[src/hw/rtl/mln_pkg.sv]
// ----------------------------------------------------------------------------
// mln_pkg
// Shared types and constants for the modulated layer norm block.
// ----------------------------------------------------------------------------
package mln_pkg;

   localparam int DEF_MAX_ROW = 4096;
   localparam int ROW_W       = 13;
   localparam int EPS_W       = 32;
   localparam int DATA_W      = 16;
   localparam int ENT_W       = 3 * DATA_W;
   localparam int WORD_W      = 64;
   localparam int SUM_W       = 30;
   localparam int SQ_W        = 44;
   localparam int CSR_IDX_W   = 1;
   localparam int CSR_DATA_W  = 32;
   localparam int MAG_W       = 42;

   localparam logic [CSR_IDX_W-1:0] REG_ROW_LENGTH = 1'd0;
   localparam logic [CSR_IDX_W-1:0] REG_EPSILON    = 1'd1;

   localparam logic CMD_LOAD  = 1'b0;
   localparam logic CMD_DRAIN = 1'b1;

   localparam logic [ROW_W-1:0] ROW_LENGTH_RST = 13'd4096;
   localparam logic [EPS_W-1:0] EPSILON_RST    = 32'd17;

   typedef enum logic [14:0] {
      ST_IDLE     = 15'b000000000000001,
      ST_SUM      = 15'b000000000000010,
      ST_MUL_NQ   = 15'b000000000000100,
      ST_MUL_SS   = 15'b000000000001000,
      ST_MUL_NN   = 15'b000000000010000,
      ST_DIV_VAR  = 15'b000000000100000,
      ST_DIV_MEAN = 15'b000000001000000,
      ST_DIV_INV  = 15'b000000010000000,
      ST_SQRT     = 15'b000000100000000,
      ST_RD       = 15'b000001000000000,
      ST_LATCH    = 15'b000010000000000,
      ST_MUL_C    = 15'b000100000000000,
      ST_MUL_F    = 15'b001000000000000,
      ST_FIN1     = 15'b010000000000000,
      ST_FIN2     = 15'b100000000000000
   } state_type;

   typedef struct packed {
      logic start;
      logic done;
   } unit_ctl_type;

endpackage

[src/hw/rtl/mln_mul.sv]
// ----------------------------------------------------------------------------
// mln_mul
// Shift-add multiplier, one multiplier bit per cycle, low word of product.
// ----------------------------------------------------------------------------
module mln_mul import mln_pkg::*; (
   input  logic              clock,
   input  logic              reset,
   input  logic              start,
   input  logic [WORD_W-1:0] opa,
   input  logic [WORD_W-1:0] opb,
   output logic              done,
   output logic [WORD_W-1:0] product
);

   logic              busy_ff, busy_in;
   logic              done_ff, done_in;
   logic [WORD_W-1:0] acc_ff, acc_in;
   logic [WORD_W-1:0] a_ff, a_in;
   logic [WORD_W-1:0] b_ff, b_in;

   always_comb begin
      busy_in = busy_ff;
      done_in = 1'b0;
      acc_in  = acc_ff;
      a_in    = a_ff;
      b_in    = b_ff;
      if (busy_ff) begin
         if (b_ff[0]) begin
            acc_in = acc_ff + a_ff;
         end
         a_in = {a_ff[WORD_W-2:0], 1'b0};
         b_in = {1'b0, b_ff[WORD_W-1:1]};
         if (b_ff[WORD_W-1:1] == '0) begin
            busy_in = 1'b0;
            done_in = 1'b1;
         end
      end else if (start) begin
         busy_in = 1'b1;
         acc_in  = '0;
         a_in    = opa;
         b_in    = opb;
      end
   end

   always_ff @(posedge clock) begin
      if (reset) begin
         busy_ff <= 1'b0;
         done_ff <= 1'b0;
      end else begin
         busy_ff <= busy_in;
         done_ff <= done_in;
      end
      acc_ff <= acc_in;
      a_ff   <= a_in;
      b_ff   <= b_in;
   end

   assign done    = done_ff;
   assign product = acc_ff;

endmodule

[config.mk]
export PLATFORM = sky130hd
export DESIGN_NAME = mln_mul
export DESIGN_NICKNAME = d
export VERILOG_FILES = /design/src/hw/rtl/mln_pkg.sv /design/src/hw/rtl/mln_mul.sv
export SDC_FILE = /design/constraint.sdc
export NUM_CORES = 1
export LEC_CHECK = 0
export ABC_AREA = 1
export ABC_CLOCK_PERIOD_IN_PS = 6200
export BUFFER_PORTS_ARGS = -buffer_cell sky130_fd_sc_hd__buf_2
export CAP_MARGIN = 20
export CORE_UTILIZATION = 28
export CTS_CLUSTER_SIZE = 24
export DETAILED_ROUTE_END_ITERATION = 10
export REMOVE_ABC_BUFFERS = 1
export SLEW_MARGIN = 5
export SYNTH_ARGS = -nofsm -noshare
export SYNTH_HDL_FRONTEND = slang
export SYNTH_SLANG_ARGS = --single-unit
[constraint.sdc]
create_clock -name clock -period 6.2 [get_ports clock]
set_input_delay 0.31 -clock clock [delete_from_list [all_inputs] [get_ports clock]]
set_output_delay 0.31 -clock clock [all_outputs]
set_load 0.01 [all_outputs]
==> run summary <==
run status: complete, no violations
Die Ht: 224.7 µm
global-route wire length before repair: 70,760 µm
final layout net count: 2,365
cell type with the highest aggregate area in the netlist: sky130_fd_sc_hd__edfxtp_1
cell family with the largest share of critical-path delay: buffers and inverters
setup clock skew after layout: 0.01408 ns
IO Count: 196
main combinational cell family by area after synthesis: simple AND/OR/NAND/NOR gates
top library cells by usage in the layout, fill and taps aside: sky130_fd_sc_hd__nand2_1 (828), sky130_fd_sc_hd__inv_1 (332), sky130_fd_sc_hd__buf_2 (195)
cell area after technology mapping: 13,880 µm²
Static Leakage: 8.571 nW
post-synthesis cell count: 1,989
count of buffers added by post-CTS timing repair for setup: 0
portion of the post-synthesis area used by sequential elements: 41.68%
synthesis warning total: 0
number of filler instances in the final layout: 5,371
fin. max-slew vios: 0
fraction of final layout cells sized beyond drive strength 1: 14.34%
most common cell after layout, fill and taps aside: sky130_fd_sc_hd__nand2_1
Die X-Extent: 224.7 µm
post-layout utilization of the core: 33.13%
post-synthesis compound-gate area fraction: 5.813%
Max Root-Sink Buffers: 2
count of endpoints failing setup in the final report: 0
Placeable Area: 48,950 µm²
clock slew at reported path FFs: 0.08 ns
time the worst path needs with I/O delays and setup: 3.173 ns
post-placement worst setup slack: 2.906 ns
quantity of gates resized following cts: 0
IO Port Bufs: 195
number of cells after detailed placement: 2,813
average cell area after synthesis: 6.979 µm²
number of library cell types mapped by synthesis: 35
R2R cell count: 3
termination of the worst setup path: a_ff[21]
max frequency: 315.1 MHz
kind of path behind the tightest hold check: in -> reg
setup repair after global routing missed its margin: no
area of the die: 50,470 µm²
# Max-Cap Violations: 0
count of buffer and inverter cells on the critical path: 2
XOR/XNOR Fraction of Synth Area: 0.06309%
worst-path cell chain: nor2_1 -> inv_4 -> buf_4
count of antenna diodes in the layout: 0
endpoint kind of the worst setup timing path: flip-flop
portion of netlist area occupied by mux cells: 0%
setup slack, reg-to-reg: 3.03 ns
vias in the first global route: 12,640
maximum vdd drop: 0.2281 mV
average routed wire per standard cell: 16.07 µm
Worst Path Required: 6.33 ns
Worst Max-Slew Pin Slew: 1.007 ns
DRC violations left: 0
post-DP HPWL: 36,400 µm
clock latency of the later-clocked register in the worst-skew pair: 0.50 ns
remaining number of nets flagged by the antenna check after routing: 0
initial cell density of the core: 28.36%
top cell type's share of synthesized area: 41.10%
total routing usage reported by global routing: 18.68%
worst setup path category: reg -> reg
total length of routed wires: 45,740 µm
htree depth: 4
root buffer selected by CTS: sky130_fd_sc_hd__clkbuf_16
cts bufs inserted: 17
crit path launch type: flip-flop
Num Clock Sinks: 194
number of vias in the routed layout: 12,900
Worst Setup SP: busy_ff
via density per instance: 4.531
slowest stage delay, CP: 0.95 ns
source of the worst register-to-register timing path: busy_ff
crit share post-route: 51.18%
number of iterations in the first detailed-routing pass: 6
final RePlAce weighted congestion: 0.9648
fin cells: 2,847
data arrival at the endpoint of the critical path: 3.30 ns
endpoints failing hold: 0
total global routing overflow: 0
cell at the slowest stage of the critical path: sky130_fd_sc_hd__dfxtp_4
register bit count reported by yosys: 194
cell area power density: 275.8 nW/µm²
Syn-to-layout area delta: 16.81%
Synth Area in Simple Gates: 36.33%
Stages on worst setup path: 3
Starting DRT DRC Count: 738
final worst slack: 3.027 ns
CTS tree: built
Relative slew margins: 32.85%
number of hold buffers added after cts: 2
maximum number of pins on one net before global-route repair: 99
top cells by area in the synthesized netlist: sky130_fd_sc_hd__edfxtp_1 (41%), sky130_fd_sc_hd__nand2_1 (22%), sky130_fd_sc_hd__inv_1 (9.0%), sky130_fd_sc_hd__ha_1 (5.7%), sky130_fd_sc_hd__nand3_1 (4.3%)
antenna violations before repair: 0
adder and majority cell fraction of the synthesized area: 5.822%
endpoint of the most critical register-to-register path: a_ff[21]
highest net fanout along the worst path: 82
num rows: 81
-- logic make-up after synthesis --
family	Yosys count
AO/OA/AOI/OAI	151
XOR/XNOR	1
adder cells (fa/ha/maj)	64
buffers and inverters	377
flip-flops	194
AND/OR/NAND/NOR	1202
-- registers in the layout, summed over array words and instances, names as in the netlist --
register / flops
a_ff: 64
b_ff: 64
product: 64
busy_ff: 1
done: 1
-- final cells by class --
cell class | count | area [µm²] | area share (%)
Clock buffer | 17 | 425.4 | 2.623
Clock inverter | 15 | 163.9 | 1.011
Inverter | 335 | 1262 | 7.785
Multi-Input combinational cell | 1418 | 6675 | 41.16
Sequential cell | 194 | 5789 | 35.70
Tap cell | 664 | 830.8 | 5.123
Timing Repair Buffer | 204 | 1069 | 6.589
-- per-layer routing --
metal  track usage (%)  vias up  routed length [µm]
li1                  -     6640                   -
met1             24.61     5875               21550
met2             30.19      341               20620
met3             4.180       44                2621
met4             6.079        0                 951
met5                 0        -                   0
-- per-stage QoR --
step	instance area (µm²)	power [W]	TNS [ns]	hold WS [ns]
final	16220	0.004472	0	0.06412
after global routing	16220	0.004781	0	0.04341
after CTS	16220	0.004530	0	0.005710
after detailed placement	15610	0.003341	0	0.4932
after global placement	15580	0.003322	0	0.4893
after floorplan	13710	0.002795	-28.57	0.3824
-- cell usage after synthesis, drive strengths merged --
library cell,number
fa,1
a21oi,95
dfxtp,4
nor2,147
or2,2
nand4,17
and2,8
o21a,7
edfxtp,190
clkbuf,36
and3,5
nor3,11
nand3,130
nand2,862
nor4,19
ha,63
o21bai,6
inv,334
buf,6
clkinv,1
nor3b,1
xnor2,1
o21ai,43
-- worst register-to-register path: cells and delay by family, from the launching register on --
family | cells | cell delay [ns]
buffers and inverters | 2 | 1.50
flip-flops | 1 | 0.95
AND/OR/NAND/NOR | 1 | 0.29
-- where the power goes --
part	total, W	internal [W]	switching, W
Sequential	0.00178	0.00166	0.000120
Clock	0.00116	0.000572	0.000587
Combinational	0.00154	0.000486	0.00105
-- worst min path at each step --
stage	cells past startpoint	end	start
final	3	b_ff[30]	opb[30]
after global routing	3	b_ff[33]	opb[33]
after global placement	2	b_ff[63]	b_ff[63]
after detailed placement	2	busy_ff	reset
after floorplan	1	done	reset
after CTS	3	b_ff[46]	opb[46]
Power figures use the tool's default switching activity.
