$ cat config.mk
export PLATFORM = sky130hd
export DESIGN_NAME = mln_sqrt
export DESIGN_NICKNAME = d
export VERILOG_FILES = /design/src/hw/rtl/mln_pkg.sv /design/src/hw/rtl/mln_sqrt.sv
export SDC_FILE = /design/constraint.sdc
export NUM_CORES = 1
export LEC_CHECK = 0
export BUFFER_PORTS_ARGS = -buffer_cell sky130_fd_sc_hd__buf_2
export CELL_PAD_IN_SITES_DETAIL_PLACEMENT = 1
export CELL_PAD_IN_SITES_GLOBAL_PLACEMENT = 2
export CORE_MARGIN = 2
export CORE_UTILIZATION = 35
export DETAILED_ROUTE_END_ITERATION = 10
export GPL_ROUTABILITY_DRIVEN = 0
export GPL_TIMING_DRIVEN = 1
export PLACE_DENSITY = 0.88
export SLEW_MARGIN = 10
export SYNTH_ARGS = -nofsm -noshare
export SYNTH_HDL_FRONTEND = slang
export SYNTH_SLANG_ARGS = --single-unit
$ cat constraint.sdc
create_clock -name clock -period 8.4 [get_ports clock]
set_input_delay 1.68 -clock clock [delete_from_list [all_inputs] [get_ports clock]]
set_output_delay 1.68 -clock clock [all_outputs]
set_load 0.1 [all_outputs]
$ cat src/hw/rtl/mln_pkg.sv
// ----------------------------------------------------------------------------
// mln_pkg
// Shared types and constants for the modulated layer norm block.
// ----------------------------------------------------------------------------
package mln_pkg;

   localparam int DEF_MAX_ROW = 4096;
   localparam int ROW_W       = 13;
   localparam int EPS_W       = 32;
   localparam int DATA_W      = 16;
   localparam int ENT_W       = 3 * DATA_W;
   localparam int WORD_W      = 64;
   localparam int SUM_W       = 30;
   localparam int SQ_W        = 44;
   localparam int CSR_IDX_W   = 1;
   localparam int CSR_DATA_W  = 32;
   localparam int MAG_W       = 42;

   localparam logic [CSR_IDX_W-1:0] REG_ROW_LENGTH = 1'd0;
   localparam logic [CSR_IDX_W-1:0] REG_EPSILON    = 1'd1;

   localparam logic CMD_LOAD  = 1'b0;
   localparam logic CMD_DRAIN = 1'b1;

   localparam logic [ROW_W-1:0] ROW_LENGTH_RST = 13'd4096;
   localparam logic [EPS_W-1:0] EPSILON_RST    = 32'd17;

   typedef enum logic [14:0] {
      ST_IDLE     = 15'b000000000000001,
      ST_SUM      = 15'b000000000000010,
      ST_MUL_NQ   = 15'b000000000000100,
      ST_MUL_SS   = 15'b000000000001000,
      ST_MUL_NN   = 15'b000000000010000,
      ST_DIV_VAR  = 15'b000000000100000,
      ST_DIV_MEAN = 15'b000000001000000,
      ST_DIV_INV  = 15'b000000010000000,
      ST_SQRT     = 15'b000000100000000,
      ST_RD       = 15'b000001000000000,
      ST_LATCH    = 15'b000010000000000,
      ST_MUL_C    = 15'b000100000000000,
      ST_MUL_F    = 15'b001000000000000,
      ST_FIN1     = 15'b010000000000000,
      ST_FIN2     = 15'b100000000000000
   } state_type;

   typedef struct packed {
      logic start;
      logic done;
   } unit_ctl_type;

endpackage

$ cat src/hw/rtl/mln_sqrt.sv
// ----------------------------------------------------------------------------
// mln_sqrt
// Bitwise integer square root, one result bit per cycle.
// ----------------------------------------------------------------------------
module mln_sqrt import mln_pkg::*; (
   input  logic              clock,
   input  logic              reset,
   input  logic              start,
   input  logic [WORD_W-1:0] radicand,
   output logic              done,
   output logic [WORD_W-1:0] root
);

   logic              busy_ff, busy_in;
   logic              done_ff, done_in;
   logic [WORD_W-1:0] a_ff, a_in;
   logic [WORD_W-1:0] r_ff, r_in;
   logic [WORD_W-1:0] bit_ff, bit_in;
   logic [WORD_W-1:0] trial;

   always_comb begin
      busy_in = busy_ff;
      done_in = 1'b0;
      a_in    = a_ff;
      r_in    = r_ff;
      bit_in  = bit_ff;
      trial   = r_ff + bit_ff;
      if (busy_ff) begin
         if (a_ff >= trial) begin
            a_in = a_ff - trial;
            r_in = {1'b0, r_ff[WORD_W-1:1]} + bit_ff;
         end else begin
            r_in = {1'b0, r_ff[WORD_W-1:1]};
         end
         bit_in = {2'b00, bit_ff[WORD_W-1:2]};
         if (bit_ff[0]) begin
            busy_in = 1'b0;
            done_in = 1'b1;
         end
      end else if (start) begin
         busy_in = 1'b1;
         a_in    = radicand;
         r_in    = '0;
         bit_in  = WORD_W'(1) << (WORD_W - 2);
      end
   end

   always_ff @(posedge clock) begin
      if (reset) begin
         busy_ff <= 1'b0;
         done_ff <= 1'b0;
      end else begin
         busy_ff <= busy_in;
         done_ff <= done_in;
      end
      a_ff   <= a_in;
      r_ff   <= r_in;
      bit_ff <= bit_in;
   end

   assign done = done_ff;
   assign root = r_ff;

endmodule
==> impl_metrics.env <==
export IMPL_status="finished clean"
export IMPL_num_vias=13800
export IMPL_p_per_area_nw_per_um2=361
export IMPL_layout_min_cycle_time_ns=6.89
export IMPL_synth_avg_cell_area_um2=8.90
export IMPL_cp_max_fo=64
export IMPL_antenna_found_initial=0
export IMPL_fill_cells=5101
export IMPL_cts_sinks=162
export IMPL_cp_arrival_ns=6.99
export IMPL_ys_top_cells_by_area="edfxtp_1 (31%), ha_1 (11%), xor2_1 (5.2%)"
export IMPL_synth_warning_count=0
export IMPL_grt_overflow=0
export IMPL_fmax_mhz=145
export IMPL_synth_seq_cells=162
export IMPL_fin_tns_setup_ns=0
export IMPL_clock_latency_ns=0.48
export IMPL_numCtsBuffers=17
export IMPL_final_cell_area_um2=16900
export IMPL_max_slew_margin_rel=0.291
export IMPL_drc=0
export IMPL_die_w_um=212
export IMPL_min_delay_path_depth=2
export IMPL_cts_tree="built"
export IMPL_r2r_end="a_ff[32]"
export IMPL_startpoint_type="flip-flop"
export IMPL_power_leakage_nw=6.36
export IMPL_cp_num_buf_inv=1
export IMPL_grt_first_pass_wirelength_um=79900
export IMPL_worstMarginPinSlew_ns=1.06
export IMPL_clkTransAtPathRegs_ns=0.07
export IMPL_hold_class="reg2reg"
export IMPL_hold_path_end="bit_ff[62]"
export IMPL_antenna_diode_count=0
export IMPL_report_final_slew_viol_count=0
export IMPL_viasPerCell=5.78
export IMPL_ys_flop_type="edfxtp_1"
export IMPL_nets=1995
export IMPL_synth_edf_count=159
export IMPL_drive_gt1_frac=0.149
export IMPL_hold_buffers=0
export IMPL_hold_viol_final=0
export IMPL_clock_skew_ns=0.0167
export IMPL_clock_path_buffers=2
export IMPL_wl_per_cell_um=21.2
export IMPL_grt_usage=0.227
export IMPL_coreArea_um2=43000
export IMPL_crit_required_ns=8.50
export IMPL_path_class="reg2reg"
export IMPL_drt_initial_drc_count=1071
export IMPL_dieArea_um2=45000
export IMPL_async_flop_share=0
export IMPL_cp_end_kind="flip-flop"
export IMPL_rr_worst_depth=21
export IMPL_hpwlAfterDp_um=39300
export IMPL_synth_nets=1904
export IMPL_ys_types=85
export IMPL_slowest_stage="buf_4"
export IMPL_cts_setup_buffers=0
export IMPL_vdd_drop_max_uv=165
export IMPL_postLayoutCoreUtil=0.393
export IMPL_maxCapViolations=0
export IMPL_io_pins=132
export IMPL_cp_cell_sequence="ha_1 -> and4_1 -> nor2b_1 -> o2111ai_1 -> a21oi_1 -> a211oi_1 -> o31ai_1 -> nand4_1 -> a21oi_1 -> o221ai_1 -> xor2_1 -> ha_1 -> nand4_1 -> nor4_2 -> nand4b_1 -> o21ai_0 -> a211o_1 -> a21oi_2 -> o31a_4 -> a21oi_4 -> buf_4"
export IMPL_yosysTopAreaCell="edfxtp_1"
export IMPL_r2r_start="root[12]"
export IMPL_initial_core_util=0.353
export IMPL_first_global_vias=14000
export IMPL_cts_root_buf="clkbuf_16"
export IMPL_worst_path_largest_cell_delay_ns=0.66
export IMPL_syn_to_final_growth_pct=11.4
export IMPL_rsz0062_at_grt="false"
export IMPL_firstDrtPassIters=6
export IMPL_htreeDepth=4
export IMPL_cts_repair_resized=0
export IMPL_rrSetupSlack_ns=1.51
export IMPL_place_area_um2=16400
export IMPL_routed_wl_um=50700
export IMPL_antenna_left=0
export IMPL_synth_cells=1706
export IMPL_setup_violations=0
export IMPL_seq_area_frac_synth=0.319
export IMPL_io_buffers=131
export IMPL_synth_top_area_frac=0.315
export IMPL_timing_final_crit_share=0.820
export IMPL_fp_dieH_um=212
export IMPL_path_delay_family="compound AO/OA/AOI/OAI gates"
export IMPL_hp_start="bit_ff[62]"
export IMPL_rows=76
export IMPL_grt_max_degree=84
export IMPL_syn_area_um2=15200
cells in the mapped netlist (all sizes together), types with 8 or more instances:
library cell,number
and2,44
o21a,9
nand2,181
xnor2,65
a21oi,160
nand4,31
clkbuf,41
nor2b,25
o31ai,21
a31oi,69
or3,19
o211ai,10
and3,10
edfxtp,159
buf,23
a211oi,24
inv,37
nor2,130
o21ai,106
a31o,18
xor2,90
ha,130
nand2b,12
mux2,48
a21o,44
and4,8
o21bai,29
nor3,31
nand3,31
worst max path at each step:
stage | slack, ns | cells past startpoint | start | end
2_1_floorplan | 0.93 | 23 | root[6] | a_ff[0]
3_3_place_gp | 1.82 | 20 | root[6] | a_ff[8]
3_5_place_dp | 1.62 | 21 | root[6] | a_ff[10]
4_1_cts | 1.57 | 21 | root[12] | a_ff[15]
5_1_grt | 0.92 | 21 | root[12] | a_ff[57]
6_report | 1.51 | 21 | root[12] | a_ff[32]
power breakdown:
group,leakage [nW],internal (W),switching (W)
combinational,4.42,0.00135,0.00256
clock,0.272,0.000410,0.000372
sequential,1.67,0.00119,0.000233
total,6.36,0.00295,0.00316
layout make-up:
type	instances	area, um2	area share
timing repair buffer	136	706	0.0417
multi-input combinational	1443	9940	0.588
sequential	162	4840	0.286
clock inverter	15	134	0.00792
clock buffer	17	425	0.0252
inverter	37	140	0.00829
tap	585	732	0.0433
worst min-delay path, stage by stage, from the launching register on:
cell and delay, ns:
dfxtp_1 0.35, nor2_1 0.11, nor2_1 0.05
cell usage in the layout, fill, tap and decap left out, types with 29 or more instances in the layout:
cell and n:
nand2_1 181, edfxtp_1 159, a21oi_1 155, buf_2 131, ha_1 130, nor2_1 129, o21ai_0 98, xor2_1 90
a31oi_1 67, xnor2_1 65, mux2_2 48, and2_1 44, a21o_1 44, inv_1 35, nand4_1 31, nand3_1 31
nor3_1 30, o21bai_1 29
routing by layer:
layer,track usage,vias up,part of all wire
met4,0.0663,0,0.018
met3,0.0242,52,0.040
li1,-,6623,-
met1,0.324,6843,0.49
met5,0,-,0
met2,0.363,315,0.46
cells by family after synthesis:
group / count (synthesis) / share of synthesized area
buffers and inverters: 101 / 0.0284
muxes: 51 / 0.0376
and+or+nand+nor: 550 / 0.175
adders and majority gates: 131 / 0.109
AOI/OAI and AO/OA: 556 / 0.243
DFF: 162 / 0.319
xor gates and xnor gates: 155 / 0.0895
registers in the layout, summed over array words and instances (netlist names):
name,flops
a_ff,64
bit_ff,32
busy_ff,1
done,1
root,64
through the flow:
step / power, W / setup slack, ns / instances / hold WS (ns)
after global placement: 0.00518 / 1.82 / 2363 / 0.531
after CTS: 0.00610 / 1.57 / 2395 / 0.550
after floorplan: 0.00434 / 0.925 / 1706 / 0.480
after global routing: 0.00654 / 0.921 / 2395 / 0.619
final: 0.00611 / 1.51 / 2395 / 0.556
after detailed placement: 0.00528 / 1.62 / 2363 / 0.540
Note: power is estimated with default switching activity, not from simulation.
