$ cat src/hw/rtl/mln_pkg.sv
// ----------------------------------------------------------------------------
// mln_pkg
// Shared types and constants for the modulated layer norm block.
// ----------------------------------------------------------------------------
package mln_pkg;

   localparam int DEF_MAX_ROW = 4096;
   localparam int ROW_W       = 13;
   localparam int EPS_W       = 32;
   localparam int DATA_W      = 16;
   localparam int ENT_W       = 3 * DATA_W;
   localparam int WORD_W      = 64;
   localparam int SUM_W       = 30;
   localparam int SQ_W        = 44;
   localparam int CSR_IDX_W   = 1;
   localparam int CSR_DATA_W  = 32;
   localparam int MAG_W       = 42;

   localparam logic [CSR_IDX_W-1:0] REG_ROW_LENGTH = 1'd0;
   localparam logic [CSR_IDX_W-1:0] REG_EPSILON    = 1'd1;

   localparam logic CMD_LOAD  = 1'b0;
   localparam logic CMD_DRAIN = 1'b1;

   localparam logic [ROW_W-1:0] ROW_LENGTH_RST = 13'd4096;
   localparam logic [EPS_W-1:0] EPSILON_RST    = 32'd17;

   typedef enum logic [14:0] {
      ST_IDLE     = 15'b000000000000001,
      ST_SUM      = 15'b000000000000010,
      ST_MUL_NQ   = 15'b000000000000100,
      ST_MUL_SS   = 15'b000000000001000,
      ST_MUL_NN   = 15'b000000000010000,
      ST_DIV_VAR  = 15'b000000000100000,
      ST_DIV_MEAN = 15'b000000001000000,
      ST_DIV_INV  = 15'b000000010000000,
      ST_SQRT     = 15'b000000100000000,
      ST_RD       = 15'b000001000000000,
      ST_LATCH    = 15'b000010000000000,
      ST_MUL_C    = 15'b000100000000000,
      ST_MUL_F    = 15'b001000000000000,
      ST_FIN1     = 15'b010000000000000,
      ST_FIN2     = 15'b100000000000000
   } state_type;

   typedef struct packed {
      logic start;
      logic done;
   } unit_ctl_type;

endpackage

$ cat src/hw/rtl/mln_div.sv
// ----------------------------------------------------------------------------
// mln_div
// Restoring divider, one quotient bit per cycle.
// ----------------------------------------------------------------------------
module mln_div import mln_pkg::*; (
   input  logic              clock,
   input  logic              reset,
   input  logic              start,
   input  logic [WORD_W-1:0] dividend,
   input  logic [WORD_W-1:0] divisor,
   output logic              done,
   output logic [WORD_W-1:0] quotient
);

   localparam int CNT_W = $clog2(WORD_W);

   logic              busy_ff, busy_in;
   logic              done_ff, done_in;
   logic [CNT_W-1:0]  cnt_ff, cnt_in;
   logic [WORD_W:0]   rem_ff, rem_in;
   logic [WORD_W-1:0] quo_ff, quo_in;
   logic [WORD_W-1:0] den_ff, den_in;
   logic [WORD_W:0]   rem_sh;
   logic [WORD_W:0]   diff;

   always_comb begin
      busy_in = busy_ff;
      done_in = 1'b0;
      cnt_in  = cnt_ff;
      rem_in  = rem_ff;
      quo_in  = quo_ff;
      den_in  = den_ff;
      rem_sh  = {rem_ff[WORD_W-1:0], quo_ff[WORD_W-1]};
      diff    = rem_sh - {1'b0, den_ff};
      if (busy_ff) begin
         if (!diff[WORD_W]) begin
            rem_in = diff;
            quo_in = {quo_ff[WORD_W-2:0], 1'b1};
         end else begin
            rem_in = rem_sh;
            quo_in = {quo_ff[WORD_W-2:0], 1'b0};
         end
         cnt_in = cnt_ff + 1'b1;
         if (cnt_ff == CNT_W'(WORD_W - 1)) begin
            busy_in = 1'b0;
            done_in = 1'b1;
         end
      end else if (start) begin
         busy_in = 1'b1;
         cnt_in  = '0;
         rem_in  = '0;
         quo_in  = dividend;
         den_in  = divisor;
      end
   end

   always_ff @(posedge clock) begin
      if (reset) begin
         busy_ff <= 1'b0;
         done_ff <= 1'b0;
         cnt_ff  <= '0;
      end else begin
         busy_ff <= busy_in;
         done_ff <= done_in;
         cnt_ff  <= cnt_in;
      end
      rem_ff <= rem_in;
      quo_ff <= quo_in;
      den_ff <= den_in;
   end

   assign done     = done_ff;
   assign quotient = quo_ff;

endmodule

$ cat config.mk
export PLATFORM = sky130hd
export DESIGN_NAME = mln_div
export DESIGN_NICKNAME = d
export VERILOG_FILES = /design/src/hw/rtl/mln_pkg.sv /design/src/hw/rtl/mln_div.sv
export SDC_FILE = /design/constraint.sdc
export NUM_CORES = 1
export LEC_CHECK = 0
export BUFFER_PORTS_ARGS = -buffer_cell sky130_fd_sc_hd__clkbuf_2
export CAP_MARGIN = 25
export CORE_MARGIN = 3
export CORE_UTILIZATION = 58
export DETAILED_ROUTE_END_ITERATION = 12
export PLACE_DENSITY = 0.93
export SLEW_MARGIN = 20
export SYNTH_ARGS = -nofsm -noshare
export SYNTH_HDL_FRONTEND = slang
export SYNTH_SLANG_ARGS = --single-unit
$ cat constraint.sdc
create_clock -name clock -period 5.3 [get_ports clock]
set_input_delay 0.53 -clock clock [delete_from_list [all_inputs] [get_ports clock]]
set_output_delay 0.53 -clock clock [all_outputs]
set_load 0.01 [all_outputs]
==> flow_summary.ini, run 1 <==
[cells_and_area]
n_antenna_cell = 0
areaGrowthSynthToFinish_pct = 14.9
layout-drive-gt1-share_pct = 24.2
nets = 1447

[synthesis]
synthAdderAreaFrac_pct = 6.98
syn_area_um2 = 11900
synth_compound_area_share_pct = 13.9
synth_edf_count = 192
synth_top_family_by_area = compound AO/OA/AOI/OAI gates
syn_inst = 1084
ys_ff_latch = 200
synth-simple-area-share_pct = 10.9
avgSynthCellArea_um2 = 11.0
synth.area.top_cells = edfxtp_1 (48%), ha_1 (6.8%), mux2_2 (5.9%)
synthesis.nets = 1281
synth_common_cells = edfxtp_1 (192), a21oi_1 (75), inv_1 (75)
synth.distinct_cells = 64
async_reset_ff_share_pct = 0
yosys_warnings = 0
muxShareOfSynthArea_pct = 9.80
yosysSeqAreaShare_pct = 49.6
yosysTopAreaCell = edfxtp_1
synth_ff_type = edfxtp_1
synth_top_area_share_pct = 48.3
yosysMostFrequentCell = edfxtp_1
synth-xor-area-share_pct = 4.47

[detailed_routing]
drtIter0Drc = 946
ant_nets = 0
drt_pre_antenna_iters = 6
wl_um = 29500
wl_per_cell_um = 19.3
wl_met1_um = 12000
wl_met2_um = 14300
routed_via_density = 5.98
drc = 0
vias = 9130
route.met3.wl_um = 2260
top_layer_used = met4

[global_routing]
grt_pass1_wl_um = 46400
antenna_found_initial = 0
grt_max_degree = 86
gr-total-overflow = 0
track_usage_pct = 26.4
grt_pass1_vias = 9190

[timing]
rsz0062_at_grt = false
tightest_slew_ns = 0.987
relSlewSlack_pct = 34.0
maxSlewViolCount = 0
post-route-min-period_ns = 4.36
setup_viol = 0
fin_crit_sh_pct = 82.3
report.final.hold_viol_count = 0
skew_ns = 0.0216
tns_ns = 0
fmax_mhz = 229

[floorplan]
die_h_um = 149
core.rowCount = 51
io_pins = 196
core_area_um2 = 19800
dieWidth_um = 149
dieArea_um2 = 22300
initial_utilization_pct = 60.2

[flow_run]
max_cap_violations = 0

[clock_tree]
clock_tree.buffer_depth = 2
worstSkewPairLatency_ns = 0.46
postCtsHoldBufs = 0
cts_tree = built
htreeDepth = 4
cts_buffers = 17
post_cts_resized = 0
cts_setup_buffers = 0
cts-root-buf = clkbuf_16
clkTransAtPathRegs_ns = 0.09
clock_sinks = 200

[setup_path]
cp.required_ns = 5.49
ff2ff_path_depth = 15
end_kind = flop
cp_max_fo = 19
worstPathArrival_ns = 4.56
cp-start-kind = flop
crit_type = flop to flop

[pwr]
pwr-share-comb_pct = 29.2
swShare_pct = 33.4
cellPowerDensity_nw_per_um2 = 344
power.total_mw = 4.73
clockPowerShare_pct = 27.9
ir_drop_mv = 0.240
power.internal_mw = 3.15
pwr-share-seq_pct = 42.8
p_leak_nw = 5.77
power_switching_mw = 1.58

[outcome]
outcome = finished, final reports clean

[place]
dp.final_hpwl_um = 21800
port_buffers = 195
globalplace.congestion = 0.946

[worst_hold_path]
holdPathStages = 1
hold_path.class = input port to flop
-- worst max-delay path: stages (launching register included) --
cell,delay (ns)
edfxtp_1,0.42
inv_1,0.08
ha_1,0.18
fa_1,0.22
nand2b_1,0.14
a21oi_1,0.10
o41a_1,0.45
a311o_1,0.45
a31o_2,0.34
a31oi_4,0.23
o21ai_1,0.16
mux2i_1,0.19
nor2_4,0.50
buf_4,0.36
mux2i_1,0.24
nor2b_1,0.07
-- registers in the layout, indices dropped and copies added, names as in the netlist --
| name | count |
|---|---|
| rem_ff | 64 |
| cnt_ff | 6 |
| busy_ff | 1 |
| den_ff | 64 |
| done | 1 |
| quotient | 64 |
-- final timing paths --
| kind | slack, ns | end | startpoint |
|---|---|---|---|
| setup / recovery | 0.94 | rem_ff[2] | quotient[63] |
| hold / removal | 0.24 | den_ff[57] | divisor[57] |
| setup reg to reg | 0.94 | rem_ff[2] | quotient[63] |
| hold reg to reg | 0.49 | done | cnt_ff[5] |
-- layout make-up --
cell class                 instances  area [µm²]
fill                            1461        6120
inverter                          75         284
tap                              265         332
multi-input combinational        752        5500
sequential                       200        5930
clock inverter                    14         179
clock buffer                      18         429
timing repair buffer             204        1070
-- layout by cell type, fill, tap and decap left out, types with 40 or more instances in the layout --
| cell type | Yosys | routed |
|---|---|---|
| a21oi_1 | 75 | 75 |
| clkbuf_2 | 0 | 195 |
| edfxtp_1 | 192 | 192 |
| ha_1 | 65 | 65 |
| inv_1 | 75 | 73 |
| mux2_2 | 63 | 63 |
| mux2i_1 | 46 | 46 |
| nand2_1 | 73 | 73 |
| nor2_1 | 48 | 48 |
| nor2b_1 | 51 | 51 |
| xnor2_1 | 40 | 40 |
-- cells by family after synthesis --
kind of cell,count (synthesis)
flops,200
fa+ha+maj,66
mux,109
simple gates,259
buf+inv,132
xor+xnor,61
compound gates,257
-- power groups by stage --
stage | clock (mW) | sequential [mW] | combinational (mW)
finish | 1.32 | 2.03 | 1.38
detailed placement | 0 | 2.05 | 1.36
CTS | 1.33 | 2.02 | 1.37
global route | 1.39 | 2.04 | 1.51
floorplan | 0 | 2.05 | 0.992
global placement | 0 | 2.05 | 1.31
-- metrics by stage --
stage | hold slack, ns | cells | area [µm²] | worst slack (ns) | utilization [%]
floorplan | 0.447 | 1084 | 11900 | 1.53 | -
global placement | 0.477 | 1495 | 13100 | 1.16 | 66.0
detailed placement | 0.486 | 1495 | 13100 | 0.959 | 66.0
CTS | 0.234 | 1527 | 13700 | 0.941 | 69.1
global route | 0.232 | 1528 | 13700 | 0.619 | 69.2
finish | 0.241 | 1528 | 13700 | 0.937 | 69.2
-- routing by layer --
metal	vias to the layer above	global-route usage, %
met5	-	0
met4	0	10.5
met3	60	6.45
met2	408	43.8
met1	4340	33.5
li1	4322	-
Power figures use the tool's default switching activity.
==> run 2: changes to the inputs <==
--- a/config.mk
+++ b/config.mk
@@ -5,12 +5,13 @@
 export SDC_FILE = /design/constraint.sdc
 export NUM_CORES = 1
 export LEC_CHECK = 0
+export ABC_AREA = 1
 export BUFFER_PORTS_ARGS = -buffer_cell sky130_fd_sc_hd__clkbuf_2
 export CAP_MARGIN = 25
 export CORE_MARGIN = 3
-export CORE_UTILIZATION = 58
+export CORE_UTILIZATION = 54
 export DETAILED_ROUTE_END_ITERATION = 12
-export PLACE_DENSITY = 0.93
+export PLACE_DENSITY = 0.9
 export SLEW_MARGIN = 20
 export SYNTH_ARGS = -nofsm -noshare
 export SYNTH_HDL_FRONTEND = slang
==> constraint.sdc (replaced) <==
create_clock -name clock -period 3.7 [get_ports clock]
set_input_delay 0.37 -clock clock [delete_from_list [all_inputs] [get_ports clock]]
set_output_delay 0.37 -clock clock [all_outputs]
set_load 0.01 [all_outputs]
==> flow_summary.ini, run 2 <==
[global_routing]
grt_pass1_wl_um = 67200
gr-total-overflow = 0
grt_max_degree = 97
grt_pass1_vias = 13000
track_usage_pct = 29.7
antenna_found_initial = 0

[synthesis]
yosysTopAreaCell = edfxtp_1
yosys_warnings = 0
async_reset_ff_share_pct = 0
synth_common_cells = nand2_1 (941), inv_1 (408), nor2_1 (224)
synth_ff_type = edfxtp_1
ys_ff_latch = 200
avgSynthCellArea_um2 = 6.79
synth_edf_count = 192
synth_top_area_share_pct = 39.9
synth.area.top_cells = edfxtp_1 (40%), nand2_1 (24%), inv_1 (11%)
synth.distinct_cells = 36
synthesis.nets = 2326
yosysSeqAreaShare_pct = 41.0
syn_area_um2 = 14500
syn_inst = 2129
yosysMostFrequentCell = nand2_1

[setup_path]
critPathBufInv = 2
slowest_stage = nand2_4
critPathMostFrequentCell = nand2_1
cp.required_ns = 3.90
critPathMaxStageDelay_ns = 0.51
cp-start-kind = flop
ff2ff_path_depth = 19
crit_family = simple AND/OR/NAND/NOR gates
crit_type = flop to flop
end_kind = flop
cp_max_fo = 63
worstPathArrival_ns = 3.51
cp_cell_sequence = inv_1, ha_1, fa_1, inv_1, nand2_1, nand2_1, nand3_1, nand2_2, nand2_1, nand2_2, nand2_2, nand2_4, nand2_4, nand2_4, nand2_2, nand2_4, nand2_1, nand2_1, nor2_1
cp.depth = 19

[pwr]
ir_drop_mv = 0.342
cellPowerDensity_nw_per_um2 = 526
p_leak_nw = 9.13

[timing]
skew_ns = 0.0282
rsz0062_at_grt = false
fin_crit_sh_pct = 89.5
setup_viol = 0
relSlewSlack_pct = 32.2
tns_ns = 0
tightest_slew_ns = 1.02
post-route-min-period_ns = 3.31
hold_slack_ns = 0.0758
fmax_mhz = 302
report.final.hold_viol_count = 0
setup_slack_ns = 0.387
maxSlewViolCount = 0

[detailed_routing]
routed_via_density = 5.16
wl_um = 42900
drtIter0Drc = 1228
vias = 13700
ant_nets = 0
drc = 0
wl_per_cell_um = 16.1
drt_pre_antenna_iters = 6

[clock_tree]
worstSkewPairLatency_ns = 0.46
cts_buffers = 17
clock_tree.buffer_depth = 2
post_cts_resized = 0
postCtsHoldBufs = 0
clock_sinks = 200
htreeDepth = 4
cts-root-buf = clkbuf_16
cts_setup_buffers = 0
cts_tree = built
clkTransAtPathRegs_ns = 0.10

[place]
globalplace.congestion = 1.03
dp_cells = 2631
dp_slack_ns = 0.492
port_buffers = 195
postPlaceCellArea_um2 = 15700
dp.final_hpwl_um = 33800

[cells_and_area]
final_common_cell = nand2_1
n_fill_cell = 2369
postLayoutCellArea_um2 = 16300
final_cell_mix = nand2_1 (941), inv_1 (405), nor2_1 (224)
multiInputGateArea_um2 = 6730
layout-drive-gt1-share_pct = 11.7
finalNonFillerCells = 2663
ff_latch_area_um2 = 5930
n_antenna_cell = 0
nets = 2512
areaGrowthSynthToFinish_pct = 13.1

[worst_hold_path]
hold_path.class = input port to flop
holdPathStages = 1

[flow_run]
max_cap_violations = 0

[floorplan]
initial_utilization_pct = 55.2
dieArea_um2 = 28800
die_h_um = 170
dieWidth_um = 170
core_area_um2 = 26200
core.rowCount = 59
io_pins = 196

[outcome]
outcome = finished, final reports clean
## run 2: cell types whose count changed in the layout (fill, tap and decap cells not counted), sizes merged, moves of 16 or more
cell | previous run | this run
xnor2 | 40 | 0
mux2 | 63 | 0
mux2i | 46 | 0
a21o | 34 | 1
o21ai | 52 | 6
a21oi | 75 | 59
nand2 | 73 | 954
nor2 | 49 | 233
nor2b | 51 | 0
nand3 | 24 | 63
inv | 79 | 425
## run 2: cells by family (layout without fill, tap and decap cells)
group / count (synthesis) / count (layout) / share of synthesized area, %
xor gates and xnor gates: 31 / 31 / 1.88
adders and majority gates: 66 / 66 / 5.77
DFF: 200 / 200 / 41.0
buffers and inverters: 453 / 652 / 12.4
AOI/OAI and AO/OA: 78 / 78 / 2.95
and+or+nand+nor: 1301 / 1301 / 36.0
## run 2: path summary, 6_finish.rpt
path | slack (ns) | startpoint | to
min reg2reg | 0.48 | cnt_ff[5] | cnt_ff[5]
min | 0.08 | divisor[57] | den_ff[57]
max reg2reg | 0.39 | quotient[63] | rem_ff[34]
max | 0.39 | quotient[63] | rem_ff[34]
## run 2: metal layers
layer / GRT usage (%) / vias to the layer above / share of wire (%) / wire [µm]
met1: 40.6 / 6178 / 43 / 18500
met4: 8.85 / 0 / 2.5 / 1080
met5: 0 / - / 0 / 0
met3: 5.75 / 74 / 8.6 / 3690
li1: - / 6837 / - / -
met2: 48.2 / 645 / 46 / 19600
## run 2: cell type report
type | instances | share of cell area (%)
clock buffers | 18 | 2.76
multi-input cells | 1476 | 41.2
well taps | 335 | 2.56
flip-flops and latches | 200 | 36.3
repair buffers | 202 | 6.37
clock inverters | 14 | 1.22
inverters | 418 | 9.61
## run 2: power breakdown
| part | internal [mW] | switching [mW] | total (mW) |
|---|---|---|---|
| clock | 0.988 | 1.11 | 2.09 |
| combinational | 1.09 | 2.39 | 3.48 |
| sequential | 2.85 | 0.178 | 3.02 |
## run 2: metrics by stage
step | util (%) | total power, mW
after CTS | 62.4 | 8.54
after detailed placement | 59.9 | 6.45
final | 62.4 | 8.60
after global routing | 62.4 | 9.14
after floorplan | - | 5.57
after global placement | 59.9 | 6.36
==> run 3: changes to the inputs <==
--- a/config.mk
+++ b/config.mk
@@ -9,9 +9,9 @@
 export BUFFER_PORTS_ARGS = -buffer_cell sky130_fd_sc_hd__clkbuf_2
 export CAP_MARGIN = 25
 export CORE_MARGIN = 3
-export CORE_UTILIZATION = 54
+export CORE_UTILIZATION = 40
 export DETAILED_ROUTE_END_ITERATION = 12
-export PLACE_DENSITY = 0.9
+export PLACE_DENSITY = 0.72
 export SLEW_MARGIN = 20
 export SYNTH_ARGS = -nofsm -noshare
 export SYNTH_HDL_FRONTEND = slang
==> flow_summary.ini, run 3 (synthesized netlist as in run 2, its figures left out) <==
[pwr]
cellPowerDensity_nw_per_um2 = 512
swShare_pct = 42.3
ir_drop_mv = 0.339
p_leak_nw = 9.11
power_switching_mw = 3.56
pwr-share-comb_pct = 40.6
pwr-share-seq_pct = 35.8
clockPowerShare_pct = 23.6
power.internal_mw = 4.86

[cells_and_area]
areaGrowthSynthToFinish_pct = 13.8
ff_latch_area_um2 = 5930
final_util_pct = 46.9
final_cell_mix = nand2_1 (941), inv_1 (405), nor2_1 (224)
nets = 2511
final_common_cell = nand2_1
n_antenna_cell = 0
multiInputGateArea_um2 = 6730
layout-drive-gt1-share_pct = 11.6
n_fill_cell = 3608

[global_routing]
grt_max_degree = 88
antenna_found_initial = 0
track_usage_pct = 22.3
gr-total-overflow = 0
grt_pass1_wl_um = 67100
grt_pass1_vias = 12800

[setup_path]
crit_type = flop to flop
cp_max_fo = 63
cp.required_ns = 3.91
end_kind = flop
cp-start-kind = flop
worstPathArrival_ns = 3.45

[clock_tree]
cts_tree = built
clock_tree.buffer_depth = 2
cts_setup_buffers = 0
htreeDepth = 4
clkTransAtPathRegs_ns = 0.09
postCtsHoldBufs = 0
post_cts_resized = 0
clock_sinks = 200
cts-root-buf = clkbuf_16
cts_buffers = 17
worstSkewPairLatency_ns = 0.47

[outcome]
outcome = finished, final reports clean

[detailed_routing]
wl_per_cell_um = 15.4
drc = 0
ant_nets = 0
routed_via_density = 4.80
wl_um = 42900
drt_pre_antenna_iters = 5
drtIter0Drc = 945
vias = 13400

[timing]
relSlewSlack_pct = 31.8
rsz0062_at_grt = false
setup_viol = 0
tightest_slew_ns = 1.02
fmax_mhz = 308
fin_crit_sh_pct = 87.8
skew_ns = 0.0234
report.final.hold_viol_count = 0
tns_ns = 0
maxSlewViolCount = 0
post-route-min-period_ns = 3.25

[floorplan]
die_h_um = 196
initial_utilization_pct = 41.2
dieWidth_um = 196
core.rowCount = 68
io_pins = 196
core_area_um2 = 35100
dieArea_um2 = 38500

[flow_run]
max_cap_violations = 0

[worst_hold_path]
hold_path.class = input port to flop

[place]
dp.final_hpwl_um = 34000
globalplace.congestion = 0.973
port_buffers = 195
## run 3: cell types whose count changed in the layout (fill, tap and decap cells not counted), sizes merged
cell / before / now
clkinv: 7 / 9
buf: 7 / 6
clkinvlp: 0 / 1
clkbuf: 213 / 212
inv: 425 / 423
## run 3: layout make-up
| type | instances | share of cell area [%] |
|---|---|---|
| clock buffer | 17 | 2.59 |
| clock inverter | 15 | 1.17 |
| inverter | 418 | 9.55 |
| multi-input combinational | 1476 | 40.9 |
| sequential | 200 | 36.0 |
| tap | 455 | 3.46 |
| timing repair buffer | 201 | 6.28 |
## run 3: worst paths after layout
check               start         end  slack, ns  cells after the start
max          quotient[63]  rem_ff[40]       0.45                     19
min            divisor[5]   den_ff[5]       0.07                      1
max reg2reg  quotient[63]  rem_ff[40]       0.45                     19
min reg2reg     cnt_ff[5]   cnt_ff[5]       0.47                      1
## run 3: routing by layer
layer	track usage [%]	wire length, µm	vias up
li1	-	-	6824
met1	30.0	19000	5951
met2	36.0	19200	529
met3	4.38	3530	55
met4	7.82	1200	0
met5	0	0	-
## run 3: power groups by stage
stage	Sequential, mW	Clock, mW	Combinational [mW]
3_5_place_dp	3.06	0	3.37
3_3_place_gp	3.06	0	3.33
6_report	3.02	1.98	3.42
4_1_cts	3.02	2.04	3.39
5_1_grt	3.05	2.13	3.86
2_1_floorplan	3.05	0	2.51
## run 3: through the flow
stage | power [mW] | hold slack, ns | instance area [µm²] | instances | worst slack (ns)
global route | 9.04 | 0.0445 | 16500 | 2782 | 0.206
global placement | 6.38 | 0.448 | 15800 | 2750 | 0.550
detailed placement | 6.43 | 0.459 | 15800 | 2750 | 0.466
floorplan | 5.57 | 0.434 | 14500 | 2129 | 0.111
CTS | 8.45 | 0.0422 | 16500 | 2782 | 0.449
finish | 8.42 | 0.0715 | 16500 | 2782 | 0.452
## run 3: critical path, stage by stage, from the launching register on
cell and delay [ns]:
edfxtp_1 0.41, inv_1 0.06, ha_1 0.23, fa_1 0.40, inv_1 0.12, nand2_1 0.06, nand2_1 0.06, nand3_1 0.08
nand2_2 0.13, nand2_1 0.08, nand2_2 0.15, nand2_2 0.08, nand2_4 0.09, nand2_4 0.07, nand2_4 0.07, nand2_2 0.06
nand2_4 0.50, nand2_1 0.11, nand2_1 0.10, nor2_1 0.05
